**src/rtl/core/sstm_pkg.sv**
```systemverilog
// ----------------------------------------------------------------------------
// sstm_pkg: shared definitions of the sensor stream timing monitor
// Field widths and bit positions of the stream items, register reset values,
// register indexes and the configuration bundle.
// ----------------------------------------------------------------------------
package sstm_pkg;

  // Input item layout (tdata); the item kind travels in tuser.
  localparam int STAMP_W       = 64;
  localparam int ARRIVAL_W     = 63;
  localparam int AXIS_W        = 32;
  localparam int S_STAMP_LSB   = 0;
  localparam int S_ARRIVAL_LSB = S_STAMP_LSB + STAMP_W;
  localparam int S_AX_LSB      = S_ARRIVAL_LSB + ARRIVAL_W;
  localparam int S_AY_LSB      = S_AX_LSB + AXIS_W;
  localparam int S_AZ_LSB      = S_AY_LSB + AXIS_W;
  localparam int S_DATA_W      = 224;

  // Result item layout (tdata)
  localparam int CNT_FIELD_W   = 32;
  localparam int TOTAL_W       = 48;
  localparam int M_WCNT_LSB    = 0;
  localparam int M_TCNT_LSB    = M_WCNT_LSB + CNT_FIELD_W;
  localparam int M_LAST_LSB    = M_TCNT_LSB + TOTAL_W;
  localparam int M_MAXS_LSB    = M_LAST_LSB + STAMP_W;
  localparam int M_SGAP_LSB    = M_MAXS_LSB + ARRIVAL_W;
  localparam int M_BACK_LSB    = M_SGAP_LSB + CNT_FIELD_W;
  localparam int M_WORST_LSB   = M_BACK_LSB + CNT_FIELD_W;
  localparam int M_MAXA_LSB    = M_WORST_LSB + STAMP_W;
  localparam int M_AGAP_LSB    = M_MAXA_LSB + ARRIVAL_W;
  localparam int M_CLIP_LSB    = M_AGAP_LSB + CNT_FIELD_W;
  localparam int M_WARN_LSB    = M_CLIP_LSB + CNT_FIELD_W;
  localparam int M_ELAP_LSB    = M_WARN_LSB + 1;
  localparam int M_DATA_W      = 528;

  // Item kinds carried in tuser
  typedef enum logic {
    FUNC_SAMPLE = 1'b0,
    FUNC_REPORT = 1'b1
  } func_e;

  // Register file
  localparam int PADDR_W  = 4;
  localparam int PDATA_W  = 32;
  localparam int LIMIT_W  = 32;
  localparam int CLIP_W   = 31;

  typedef enum logic [1:0] {
    REG_STAMP_GAP   = 2'd0,
    REG_ARRIVAL_GAP = 2'd1,
    REG_ACCEL_CLIP  = 2'd2
  } reg_idx_e;

  localparam logic [LIMIT_W-1:0] STAMP_GAP_RESET   = 32'd20000000;
  localparam logic [LIMIT_W-1:0] ARRIVAL_GAP_RESET = 32'd20000000;
  localparam logic [CLIP_W-1:0]  ACCEL_CLIP_RESET  = 31'd249037;
  localparam logic [LIMIT_W-1:0] MIN_GAP_LIMIT     = 32'd1000000;

  // Limits as the datapath uses them: gap limits already floored.
  typedef struct packed {
    logic [LIMIT_W-1:0] stamp_gap_lim;
    logic [LIMIT_W-1:0] arrival_gap_lim;
    logic [CLIP_W-1:0]  clip_lim;
  } cfg_t;

endpackage

```
**src/rtl/core/sstm_regs.sv**
```systemverilog
// ----------------------------------------------------------------------------
// sstm_regs: configuration registers of the timing monitor
// APB-style write and read of the three limits; the gap limits are also kept
// in a floored copy so that the datapath sees a ready-to-use threshold.
// ----------------------------------------------------------------------------
module sstm_regs (
  input  logic                          clk_i,
  input  logic                          rst_ni,
  input  logic                          psel,
  input  logic                          penable,
  input  logic                          pwrite,
  input  logic [sstm_pkg::PADDR_W-1:0]  paddr,
  input  logic [sstm_pkg::PDATA_W-1:0]  pwdata,
  output logic [sstm_pkg::PDATA_W-1:0]  prdata,
  output logic                          pready,
  output sstm_pkg::cfg_t                cfg_o
);
  import sstm_pkg::*;

  logic [LIMIT_W-1:0] stamp_gap_q,  stamp_gap_d;
  logic [LIMIT_W-1:0] arr_gap_q,    arr_gap_d;
  logic [CLIP_W-1:0]  clip_q,       clip_d;
  logic [LIMIT_W-1:0] stamp_eff_q,  stamp_eff_d;
  logic [LIMIT_W-1:0] arr_eff_q,    arr_eff_d;
  logic               wr_en;
  reg_idx_e           idx;

  assign pready = 1'b1;
  assign wr_en  = psel && penable && pwrite;
  assign idx    = reg_idx_e'(paddr[PADDR_W-1:2]);

  // Write decode; a write to an unused index is dropped.
  always_comb begin
    stamp_gap_d = stamp_gap_q;
    arr_gap_d   = arr_gap_q;
    clip_d      = clip_q;
    if (wr_en) begin
      unique case (idx)
        REG_STAMP_GAP:   stamp_gap_d = pwdata;
        REG_ARRIVAL_GAP: arr_gap_d   = pwdata;
        REG_ACCEL_CLIP:  clip_d      = pwdata[CLIP_W-1:0];
        default: ;
      endcase
    end
  end

  // Floored copies of the gap limits.
  always_comb begin
    stamp_eff_d = (stamp_gap_d < MIN_GAP_LIMIT) ? MIN_GAP_LIMIT : stamp_gap_d;
    arr_eff_d   = (arr_gap_d < MIN_GAP_LIMIT) ? MIN_GAP_LIMIT : arr_gap_d;
  end

  always_ff @(posedge clk_i or negedge rst_ni) begin
    if (!rst_ni) begin
      stamp_gap_q <= STAMP_GAP_RESET;
      arr_gap_q   <= ARRIVAL_GAP_RESET;
      clip_q      <= ACCEL_CLIP_RESET;
      stamp_eff_q <= STAMP_GAP_RESET;
      arr_eff_q   <= ARRIVAL_GAP_RESET;
    end else begin
      stamp_gap_q <= stamp_gap_d;
      arr_gap_q   <= arr_gap_d;
      clip_q      <= clip_d;
      stamp_eff_q <= stamp_eff_d;
      arr_eff_q   <= arr_eff_d;
    end
  end

  // Read mux returns the raw register values.
  always_comb begin
    unique case (idx)
      REG_STAMP_GAP:   prdata = stamp_gap_q;
      REG_ARRIVAL_GAP: prdata = arr_gap_q;
      REG_ACCEL_CLIP:  prdata = PDATA_W'(clip_q);
      default:         prdata = '0;
    endcase
  end

  assign cfg_o.stamp_gap_lim   = stamp_eff_q;
  assign cfg_o.arrival_gap_lim = arr_eff_q;
  assign cfg_o.clip_lim        = clip_q;

endmodule

```
**src/rtl/core/sensor_stream_timing_monitor.sv**
```systemverilog
// ----------------------------------------------------------------------------
// sensor_stream_timing_monitor: timing statistics of a timestamped sample stream
// Forms stamp and arrival deltas per sample, counts gaps, backward or repeated
// stamps and clipped samples, and returns the window statistics on a report item.
// ----------------------------------------------------------------------------
// Usage
//   The s_axis channel carries items: tuser[0] = 0 is a sample, 1 a report.
//   Samples update the window statistics and give no result; a report gives
//   one item on m_axis with the statistics and elapsed time, then clears the
//   window. Limits are set over the APB port while the stream is idle.
//   Throughput: one item per cycle while no report waits for the output
//   register. An accepted item is registered, then processed by a single
//   pass through the delta, compare and counter logic; the critical path is
//   the 64-bit stamp subtraction followed by the peak and limit compares.
//   A report's result is loaded into the output register when the report
//   leaves the input register, and m_axis takes it from there.
//   When the receiver stalls, the result stays in the output register;
//   samples keep flowing, and only a second report waits in the input
//   register until the output register is free.
//   Reset clears all statistics, the previous-sample state and the limits
//   to their defaults; no clearing pass is needed.
// ----------------------------------------------------------------------------
module sensor_stream_timing_monitor #(
  parameter int COUNTER_WIDTH = 32
) (
  input  logic                           clk_i,
  input  logic                           rst_ni,
  // Input items
  input  logic                           s_axis_tvalid,
  output logic                           s_axis_tready,
  // tdata: header_stamp[63:0], arrival_ns[126:64], accel_x[158:127],
  //        accel_y[190:159], accel_z[222:191], zero pad [223]
  input  logic [sstm_pkg::S_DATA_W-1:0]  s_axis_tdata,
  // tuser: func[0]
  input  logic [0:0]                     s_axis_tuser,
  // Result items
  output logic                           m_axis_tvalid,
  input  logic                           m_axis_tready,
  // tdata: window_count[31:0], total_count[79:32], last_stamp_delta[143:80],
  //        max_stamp_delta[206:144], stamp_gap_count[238:207],
  //        backward_count[270:239], worst_gap_stamp[334:271],
  //        max_arrival_delta[397:335], arrival_gap_count[429:398],
  //        clip_count[461:430], warning[462], elapsed_ns[525:463], pad [527:526]
  output logic [sstm_pkg::M_DATA_W-1:0]  m_axis_tdata,
  // Configuration
  input  logic                           psel,
  input  logic                           penable,
  input  logic                           pwrite,
  input  logic [sstm_pkg::PADDR_W-1:0]   paddr,
  input  logic [sstm_pkg::PDATA_W-1:0]   pwdata,
  output logic [sstm_pkg::PDATA_W-1:0]   prdata,
  output logic                           pready
);
  import sstm_pkg::*;

  localparam int CntW = (COUNTER_WIDTH > CNT_FIELD_W) ? CNT_FIELD_W : COUNTER_WIDTH;

  function automatic logic [CntW-1:0] bump(input logic [CntW-1:0] c);
    return (c == '1) ? c : c + 1'b1;
  endfunction

  cfg_t cfg;

  sstm_regs u_regs (
    .clk_i   (clk_i),
    .rst_ni  (rst_ni),
    .psel    (psel),
    .penable (penable),
    .pwrite  (pwrite),
    .paddr   (paddr),
    .pwdata  (pwdata),
    .prdata  (prdata),
    .pready  (pready),
    .cfg_o   (cfg)
  );

  // Input register
  logic                  s1_valid_q, s1_valid_d;
  func_e                 s1_func_q;
  logic [STAMP_W-1:0]    s1_stamp_q;
  logic [ARRIVAL_W-1:0]  s1_arr_q;
  logic [AXIS_W-1:0]     s1_ax_q, s1_ay_q, s1_az_q;
  logic                  in_acc, s1_go, out_free;

  // Monitor state
  logic                  prev_valid_q, prev_valid_d;
  logic [STAMP_W-1:0]    prev_stamp_q, prev_stamp_d;
  logic [ARRIVAL_W-1:0]  prev_arr_q, prev_arr_d;
  logic [ARRIVAL_W-1:0]  win_begin_q, win_begin_d;
  logic [TOTAL_W-1:0]    total_seen_q, total_seen_d;
  logic [CntW-1:0]       win_seen_q, win_seen_d;
  logic [CntW-1:0]       stamp_gaps_q, stamp_gaps_d;
  logic [CntW-1:0]       stamp_backs_q, stamp_backs_d;
  logic [CntW-1:0]       arr_gaps_q, arr_gaps_d;
  logic [CntW-1:0]       clips_q, clips_d;
  logic [STAMP_W-1:0]    recent_sd_q, recent_sd_d;
  logic [ARRIVAL_W-1:0]  peak_sd_q, peak_sd_d;
  logic [ARRIVAL_W-1:0]  peak_ad_q, peak_ad_d;
  logic [ARRIVAL_W-1:0]  worst_sd_q, worst_sd_d;
  logic [STAMP_W-1:0]    worst_time_q, worst_time_d;

  // Output register
  logic                  m_valid_q, m_valid_d;
  logic [M_DATA_W-1:0]   m_data_q, m_data_d;

  // Datapath intermediates
  logic [STAMP_W-1:0]    diff, sd, ad, el;
  logic                  ovf, sd_pos, ad_pos, el_pos, clip_hit;
  logic [AXIS_W-1:0]     mag_x, mag_y, mag_z;

  // Handshake: samples always drain; a report needs a free output register.
  assign out_free      = !m_valid_q || m_axis_tready;
  assign s1_go         = s1_valid_q && ((s1_func_q == FUNC_SAMPLE) || out_free);
  assign s_axis_tready = !s1_valid_q || s1_go;
  assign in_acc        = s_axis_tvalid && s_axis_tready;
  assign s1_valid_d    = in_acc ? 1'b1 : (s1_go ? 1'b0 : s1_valid_q);

  always_ff @(posedge clk_i or negedge rst_ni) begin
    if (!rst_ni) begin
      s1_valid_q <= 1'b0;
    end else begin
      s1_valid_q <= s1_valid_d;
    end
  end

  always_ff @(posedge clk_i) begin
    if (in_acc) begin
      s1_func_q  <= func_e'(s_axis_tuser[0]);
      s1_stamp_q <= s_axis_tdata[S_STAMP_LSB +: STAMP_W];
      s1_arr_q   <= s_axis_tdata[S_ARRIVAL_LSB +: ARRIVAL_W];
      s1_ax_q    <= s_axis_tdata[S_AX_LSB +: AXIS_W];
      s1_ay_q    <= s_axis_tdata[S_AY_LSB +: AXIS_W];
      s1_az_q    <= s_axis_tdata[S_AZ_LSB +: AXIS_W];
    end
  end

  // Deltas: the stamp difference saturates on signed overflow.
  always_comb begin
    diff   = s1_stamp_q - prev_stamp_q;
    ovf    = (s1_stamp_q[STAMP_W-1] ^ prev_stamp_q[STAMP_W-1]) &&
             (diff[STAMP_W-1] ^ s1_stamp_q[STAMP_W-1]);
    if (ovf) begin
      sd = s1_stamp_q[STAMP_W-1] ? {1'b1, {(STAMP_W-1){1'b0}}}
                                 : {1'b0, {(STAMP_W-1){1'b1}}};
    end else begin
      sd = diff;
    end
    sd_pos = !sd[STAMP_W-1] && (sd != '0);
    ad     = {1'b0, s1_arr_q} - {1'b0, prev_arr_q};
    ad_pos = !ad[STAMP_W-1] && (ad != '0);
    el     = {1'b0, s1_arr_q} - {1'b0, win_begin_q};
    el_pos = !el[STAMP_W-1] && (el != '0);
  end

  // Clip test: the most negative axis has magnitude 2^31 and always clips.
  always_comb begin
    mag_x    = s1_ax_q[AXIS_W-1] ? (~s1_ax_q + 1'b1) : s1_ax_q;
    mag_y    = s1_ay_q[AXIS_W-1] ? (~s1_ay_q + 1'b1) : s1_ay_q;
    mag_z    = s1_az_q[AXIS_W-1] ? (~s1_az_q + 1'b1) : s1_az_q;
    clip_hit = (mag_x >= {1'b0, cfg.clip_lim}) || (mag_y >= {1'b0, cfg.clip_lim}) ||
               (mag_z >= {1'b0, cfg.clip_lim});
  end

  // State update for samples and reports.
  always_comb begin
    prev_valid_d  = prev_valid_q;
    prev_stamp_d  = prev_stamp_q;
    prev_arr_d    = prev_arr_q;
    win_begin_d   = win_begin_q;
    total_seen_d  = total_seen_q;
    win_seen_d    = win_seen_q;
    stamp_gaps_d  = stamp_gaps_q;
    stamp_backs_d = stamp_backs_q;
    arr_gaps_d    = arr_gaps_q;
    clips_d       = clips_q;
    recent_sd_d   = recent_sd_q;
    peak_sd_d     = peak_sd_q;
    peak_ad_d     = peak_ad_q;
    worst_sd_d    = worst_sd_q;
    worst_time_d  = worst_time_q;
    if (s1_go) begin
      unique case (s1_func_q)
        FUNC_SAMPLE: begin
          win_seen_d   = bump(win_seen_q);
          total_seen_d = (total_seen_q == '1) ? total_seen_q : total_seen_q + 1'b1;
          if (prev_valid_q) begin
            recent_sd_d = sd;
            if (sd_pos && (sd[ARRIVAL_W-1:0] > peak_sd_q)) begin
              peak_sd_d = sd[ARRIVAL_W-1:0];
            end
            if (ad_pos && (ad[ARRIVAL_W-1:0] > peak_ad_q)) begin
              peak_ad_d = ad[ARRIVAL_W-1:0];
            end
            if (!sd_pos) begin
              stamp_backs_d = bump(stamp_backs_q);
            end else if (sd[ARRIVAL_W-1:0] > ARRIVAL_W'(cfg.stamp_gap_lim)) begin
              stamp_gaps_d = bump(stamp_gaps_q);
              // A tie with the worst gap so far moves the mark to this one.
              if (sd[ARRIVAL_W-1:0] >= worst_sd_q) begin
                worst_sd_d   = sd[ARRIVAL_W-1:0];
                worst_time_d = s1_stamp_q;
              end
            end
            if (ad_pos && (ad[ARRIVAL_W-1:0] > ARRIVAL_W'(cfg.arrival_gap_lim))) begin
              arr_gaps_d = bump(arr_gaps_q);
            end
          end
          if (clip_hit) begin
            clips_d = bump(clips_q);
          end
          prev_stamp_d = s1_stamp_q;
          prev_arr_d   = s1_arr_q;
          prev_valid_d = 1'b1;
        end
        FUNC_REPORT: begin
          win_begin_d   = s1_arr_q;
          win_seen_d    = '0;
          stamp_gaps_d  = '0;
          stamp_backs_d = '0;
          arr_gaps_d    = '0;
          clips_d       = '0;
          peak_sd_d     = '0;
          peak_ad_d     = '0;
          worst_sd_d    = '0;
          worst_time_d  = '0;
        end
        default: ;
      endcase
    end
  end

  always_ff @(posedge clk_i or negedge rst_ni) begin
    if (!rst_ni) begin
      prev_valid_q  <= 1'b0;
      prev_stamp_q  <= '0;
      prev_arr_q    <= '0;
      win_begin_q   <= '0;
      total_seen_q  <= '0;
      win_seen_q    <= '0;
      stamp_gaps_q  <= '0;
      stamp_backs_q <= '0;
      arr_gaps_q    <= '0;
      clips_q       <= '0;
      recent_sd_q   <= '0;
      peak_sd_q     <= '0;
      peak_ad_q     <= '0;
      worst_sd_q    <= '0;
      worst_time_q  <= '0;
    end else begin
      prev_valid_q  <= prev_valid_d;
      prev_stamp_q  <= prev_stamp_d;
      prev_arr_q    <= prev_arr_d;
      win_begin_q   <= win_begin_d;
      total_seen_q  <= total_seen_d;
      win_seen_q    <= win_seen_d;
      stamp_gaps_q  <= stamp_gaps_d;
      stamp_backs_q <= stamp_backs_d;
      arr_gaps_q    <= arr_gaps_d;
      clips_q       <= clips_d;
      recent_sd_q   <= recent_sd_d;
      peak_sd_q     <= peak_sd_d;
      peak_ad_q     <= peak_ad_d;
      worst_sd_q    <= worst_sd_d;
      worst_time_q  <= worst_time_d;
    end
  end

  // Result packing from the statistics as they stand before the report.
  always_comb begin
    m_data_d = '0;
    m_data_d[M_WCNT_LSB  +: CNT_FIELD_W] = CNT_FIELD_W'(win_seen_q);
    m_data_d[M_TCNT_LSB  +: TOTAL_W]     = total_seen_q;
    m_data_d[M_LAST_LSB  +: STAMP_W]     = recent_sd_q;
    m_data_d[M_MAXS_LSB  +: ARRIVAL_W]   = peak_sd_q;
    m_data_d[M_SGAP_LSB  +: CNT_FIELD_W] = CNT_FIELD_W'(stamp_gaps_q);
    m_data_d[M_BACK_LSB  +: CNT_FIELD_W] = CNT_FIELD_W'(stamp_backs_q);
    m_data_d[M_WORST_LSB +: STAMP_W]     = worst_time_q;
    m_data_d[M_MAXA_LSB  +: ARRIVAL_W]   = peak_ad_q;
    m_data_d[M_AGAP_LSB  +: CNT_FIELD_W] = CNT_FIELD_W'(arr_gaps_q);
    m_data_d[M_CLIP_LSB  +: CNT_FIELD_W] = CNT_FIELD_W'(clips_q);
    m_data_d[M_WARN_LSB]                 = (stamp_gaps_q != '0) || (stamp_backs_q != '0) ||
                                           (arr_gaps_q != '0);
    // Elapsed time never reads below one nanosecond.
    m_data_d[M_ELAP_LSB  +: ARRIVAL_W]   = el_pos ? el[ARRIVAL_W-1:0] : ARRIVAL_W'(1);
  end

  // Output register
  logic m_load;
  assign m_load    = s1_go && (s1_func_q == FUNC_REPORT);
  assign m_valid_d = m_load ? 1'b1 : (m_axis_tready ? 1'b0 : m_valid_q);

  always_ff @(posedge clk_i or negedge rst_ni) begin
    if (!rst_ni) begin
      m_valid_q <= 1'b0;
    end else begin
      m_valid_q <= m_valid_d;
    end
  end

  always_ff @(posedge clk_i) begin
    if (m_load) begin
      m_data_q <= m_data_d;
    end
  end

  assign m_axis_tvalid = m_valid_q;
  assign m_axis_tdata  = m_data_q;

endmodule

```
**config.mk**
```make
export PLATFORM = sky130hd
export DESIGN_NAME = sensor_stream_timing_monitor
export DESIGN_NICKNAME = d
export VERILOG_FILES = /design/src/rtl/core/sstm_pkg.sv /design/src/rtl/core/sstm_regs.sv /design/src/rtl/core/sensor_stream_timing_monitor.sv
export SDC_FILE = /design/constraint.sdc
export NUM_CORES = 2
export LEC_CHECK = 0
export BUFFER_PORTS_ARGS = -buffer_cell sky130_fd_sc_hd__buf_2
export CAP_MARGIN = 20
export CELL_PAD_IN_SITES_DETAIL_PLACEMENT = 0
export CELL_PAD_IN_SITES_GLOBAL_PLACEMENT = 2
export CORE_UTILIZATION = 42
export CTS_CLUSTER_SIZE = 10
export DETAILED_ROUTE_END_ITERATION = 16
export GPL_ROUTABILITY_DRIVEN = 1
export HOLD_SLACK_MARGIN = 0.03
export PLACE_DENSITY_LB_ADDON = 0.1
export SLEW_MARGIN = 20
export SYNTH_ARGS = -nofsm -noshare
export SYNTH_HDL_FRONTEND = slang
export SYNTH_SLANG_ARGS = --single-unit
```
**constraint.sdc**
```tcl
create_clock -name clk_i -period 29.2 [get_ports clk_i]
set_input_delay 2.92 -clock clk_i [delete_from_list [all_inputs] [get_ports clk_i]]
set_output_delay 2.92 -clock clk_i [all_outputs]
set_load 0.1 [all_outputs]
```
==> metrics.csv <==
stage,metric,value,unit
timing,Tmin final,10970,ps
timing,post-route clock period utilization,0.376,
floorplanning,Core ar.,200000,µm²
logic_synthesis,"FFs w/ async S/R, synth",0.539,
placed_design,RD Place Congestion,0.893,
finish,Area Growth Syn to Fin,15.3,%
timing,Fin. Hold Viols,0,
global_routing,largest net degree at the start of global routing,191,
floorplanning,Ports,831,
timing,Final Setup Violations,0,
routing,DR DRC count,0,
placed_design,DP Wirelength,203,mm
worst_setup_path,Critical Path RT,29960,ps
logic_synthesis,#FFs+latches synth,1627,
placed_design,port bufs,824,
logic_synthesis,Mean Syn Cell Area,10.7,µm²
timing,Slew @ Worst Pin,1180,ps
worst_hold_path,Min-Delay Path Class,flop to flop,
timing,worst relative slew slack,0.213,
cts,hold_buf cts,0,
logic_synthesis,synthesized cell area,84400,µm²
job,maxcap violations,0,
logic_synthesis,Synth Flop Type,dfrtp_1,
timing,clk_skew,38.6,ps
timing,Peak Freq,0.0911,GHz
global_routing,initial antenna violation count,10,
finish,multi-input logic area,36300,µm²
worst_setup_path,CP Class,flop to flop,
cts,CTS buffer count,193,
floorplanning,die height,450,µm
power,Cell Pwr Density,87.0,nW/µm²
cts,clock root cell,clkbuf_16,
cts,CTS resizes,0,
timing,setup tns final,0,ps
logic_synthesis,register area share after synthesis,0.527,
worst_setup_path,"most used cell, CP",o21ai_0,
global_routing,grt ovf,0,
floorplanning,Starting Density,0.423,
logic_synthesis,top-area cell type share of the netlist area,0.267,
routing,total number of vias,63800,
worst_setup_path,crit end category,flop,
cts,H-tree depth,4,
floorplanning,row count,164,
logic_synthesis,"top cells by area, synth","edfxtp_1 27%, dfrtp_1 25%, ha_1 8.1%, o21ai_0 3.7%, nand2_1 3.3%",
global_routing,GRT Overall Usage,0.260,
logic_synthesis,Post-Syn Instances,7909,
cts,CTS tree,built,
worst_setup_path,CP arrival,11740,ps
logic_synthesis,Synth area leader,edfxtp_1,
cts,post-CTS setup buffer count,0,
routing,post-DR vias/cell,5.55,
finish,final core occ,0.487,
power,Leak,0.0420,µW
finish,number of nets in the layout,9500,
logic_synthesis,Post-synth EDFFs,750,
worst_setup_path,startpoint types,flop,
cts,later-pin clock latency in the skew report,840,ps
worst_setup_path,CP Max Fanout,64,
cts,"Reg clk slew, reported paths",60,ps
worst_setup_path,CP bufs+invs,3,
routing,total iterations of the first detailed-routing run,6,
floorplanning,die area,203000,µm²
finish,# fillers,18400,
finish,Register Area,44500,µm²
timing,RSZ-0062 raised after global routing,false,
floorplanning,chip width,450,µm
run_status,outcome,finished clean,
timing,Final Max Tran Viols,0,
cts,Longest Clk Path Bufs,3,
cts,# clock sinks,1627,
routing,Antenna Nets Post-Route,0,
routing,initial detailed-routing violation count,4512,
worst_setup_path,"Largest delay share family, worst path",compound AO/OA/AOI/OAI gates,
power,maximum vdd drop,0.0694,mV
global_routing,first-pass GRT wire length,401,mm
logic_synthesis,Yosys warnings,0,
routing,DR WL/cell,23.5,µm
routing,DRT Wirelength,270,mm
finish,fraction of layout cells with a size suffix above 1,0.163,
worst_setup_path,max incr delay on CP,790,ps
global_routing,vias in the first global route,62100,
logic_synthesis,Synth cell types,97,
worst_setup_path,slowest CP cell,and2_4,
registers in the layout (all words and copies together), names as in the netlist, 48 cells and up:
| signal | flops |
|---|---|
| peak_ad_q | 63 |
| m_axis_tdata | 526 |
| peak_sd_q | 63 |
| s1_stamp_q | 64 |
| worst_time_q | 64 |
| win_begin_q | 63 |
| recent_sd_q | 64 |
| prev_arr_q | 63 |
| total_seen_q | 48 |
| worst_sd_q | 63 |
| s1_arr_q | 63 |
| prev_stamp_q | 64 |
cell usage after synthesis, types with 15 or more instances:
cell type / n
o211ai_1: 51
nand3_1: 136
edfxtp_1: 750
and3_1: 71
o31ai_1: 84
inv_1: 637
o22ai_1: 65
nand2_1: 735
o2bb2ai_1: 29
xnor2_1: 207
mux2i_1: 169
or4_1: 66
nor2b_1: 68
o21ai_0: 624
o21bai_1: 33
ha_1: 545
nor4_1: 91
nand2b_1: 86
dfstp_2: 43
a311oi_1: 15
a21boi_0: 82
nor2_1: 365
buf_1: 22
a22o_1: 40
o21a_1: 55
dfrtp_1: 834
a2111oi_0: 15
and2_1: 44
mux2_2: 95
a31oi_1: 37
a211oi_1: 43
a31o_2: 79
a21o_1: 168
o2111ai_1: 18
nor3_1: 90
or2_2: 29
or3_1: 78
and4_1: 31
clkbuf_1: 288
xor2_1: 93
nand4_1: 226
o41ai_1: 30
a21oi_1: 395
a221oi_1: 20
cells by family (layout without fill, tap and decap cells):
logic type / Yosys count / count (layout) / share of synthesized area
AOI/OAI and AO/OA: 2020 / 2020 / 0.154
xor gates and xnor gates: 300 / 300 / 0.0311
adders and majority gates: 551 / 551 / 0.0819
buffers and inverters: 975 / 1910 / 0.0445
DFF: 1627 / 1627 / 0.527
muxes: 264 / 264 / 0.0327
other: 2 / 12 / 0.0000889
and+or+nand+nor: 2170 / 2170 / 0.128
stage by stage:
stage / area (µm²) / cells / hold slack [ps] / power (µW) / setup WS, ps
after floorplan: 84400 / 7910 / 419 / 5290 / 9620
after global placement: 91400 / 11100 / 424 / 6180 / 18410
after detailed placement: 91400 / 11100 / 426 / 6220 / 18460
after CTS: 97300 / 11500 / 438 / 8540 / 18400
after global routing: 97300 / 11500 / 442 / 8940 / 17760
final: 97300 / 11500 / 433 / 8460 / 18230
where the power goes:
part,total [µW],internal (µW),switching (µW),leakage [µW]
combinational,3100,966,2140,0.0205
sequential,3090,2850,240,0.0187
clock,2270,1300,972,0.00282
layout make-up:
cell class | count | area share
clock buffer | 322 | 0.0562
timing repair buffer | 915 | 0.0499
antenna | 9 | 0.000231
clock inverter | 35 | 0.00429
sequential | 1627 | 0.458
inverter | 638 | 0.0247
tap | 2656 | 0.0342
multi-input combinational | 5308 | 0.373
layout by cell type (no fill, tap or decap), types with 93 or more instances in the layout:
cell	count
nand2_1	732
inv_1	636
nand4_1	226
a21o_1	168
a21oi_1	394
mux2_2	95
clkbuf_1	117
ha_1	545
nor2_1	362
nand3_1	135
xnor2_1	207
mux2i_1	169
edfxtp_1	750
xor2_1	93
buf_2	823
dfrtp_1	834
o21ai_0	624
clkbuf_16	196
worst reg2reg max path, delay by kind of cell (launching register included):
family	cells	cell delay (ps)
and+or+nand+nor	10	3320
DFF	1	420
buffers and inverters	3	1610
adders and majority gates	3	1240
AOI/OAI and AO/OA	17	4330
routing by layer:
layer / routed length (µm) / share of wire / global-route usage
met4: 8350 / 0.031 / 0.0793
met5: 23 / 0.000085 / 0
met1: 117000 / 0.43 / 0.341
met2: 135000 / 0.50 / 0.451
met3: 10000 / 0.037 / 0.0282
worst paths after layout:
check	startpoint	end	slack [ps]	depth (start not counted)
max	s1_stamp_q[5]	worst_time_q[7]	18230	33
min	worst_time_q[55]	m_axis_tdata[326]	430	0
max reg2reg	s1_stamp_q[5]	worst_time_q[7]	18230	33
min reg2reg	worst_time_q[55]	m_axis_tdata[326]	430	0
max in group asynchronous	rst_ni	prev_stamp_q[28]	23640	5
min in group asynchronous	rst_ni	total_seen_q[27]	2040	1
No activity file was read; power rests on OpenSTA's default activity.
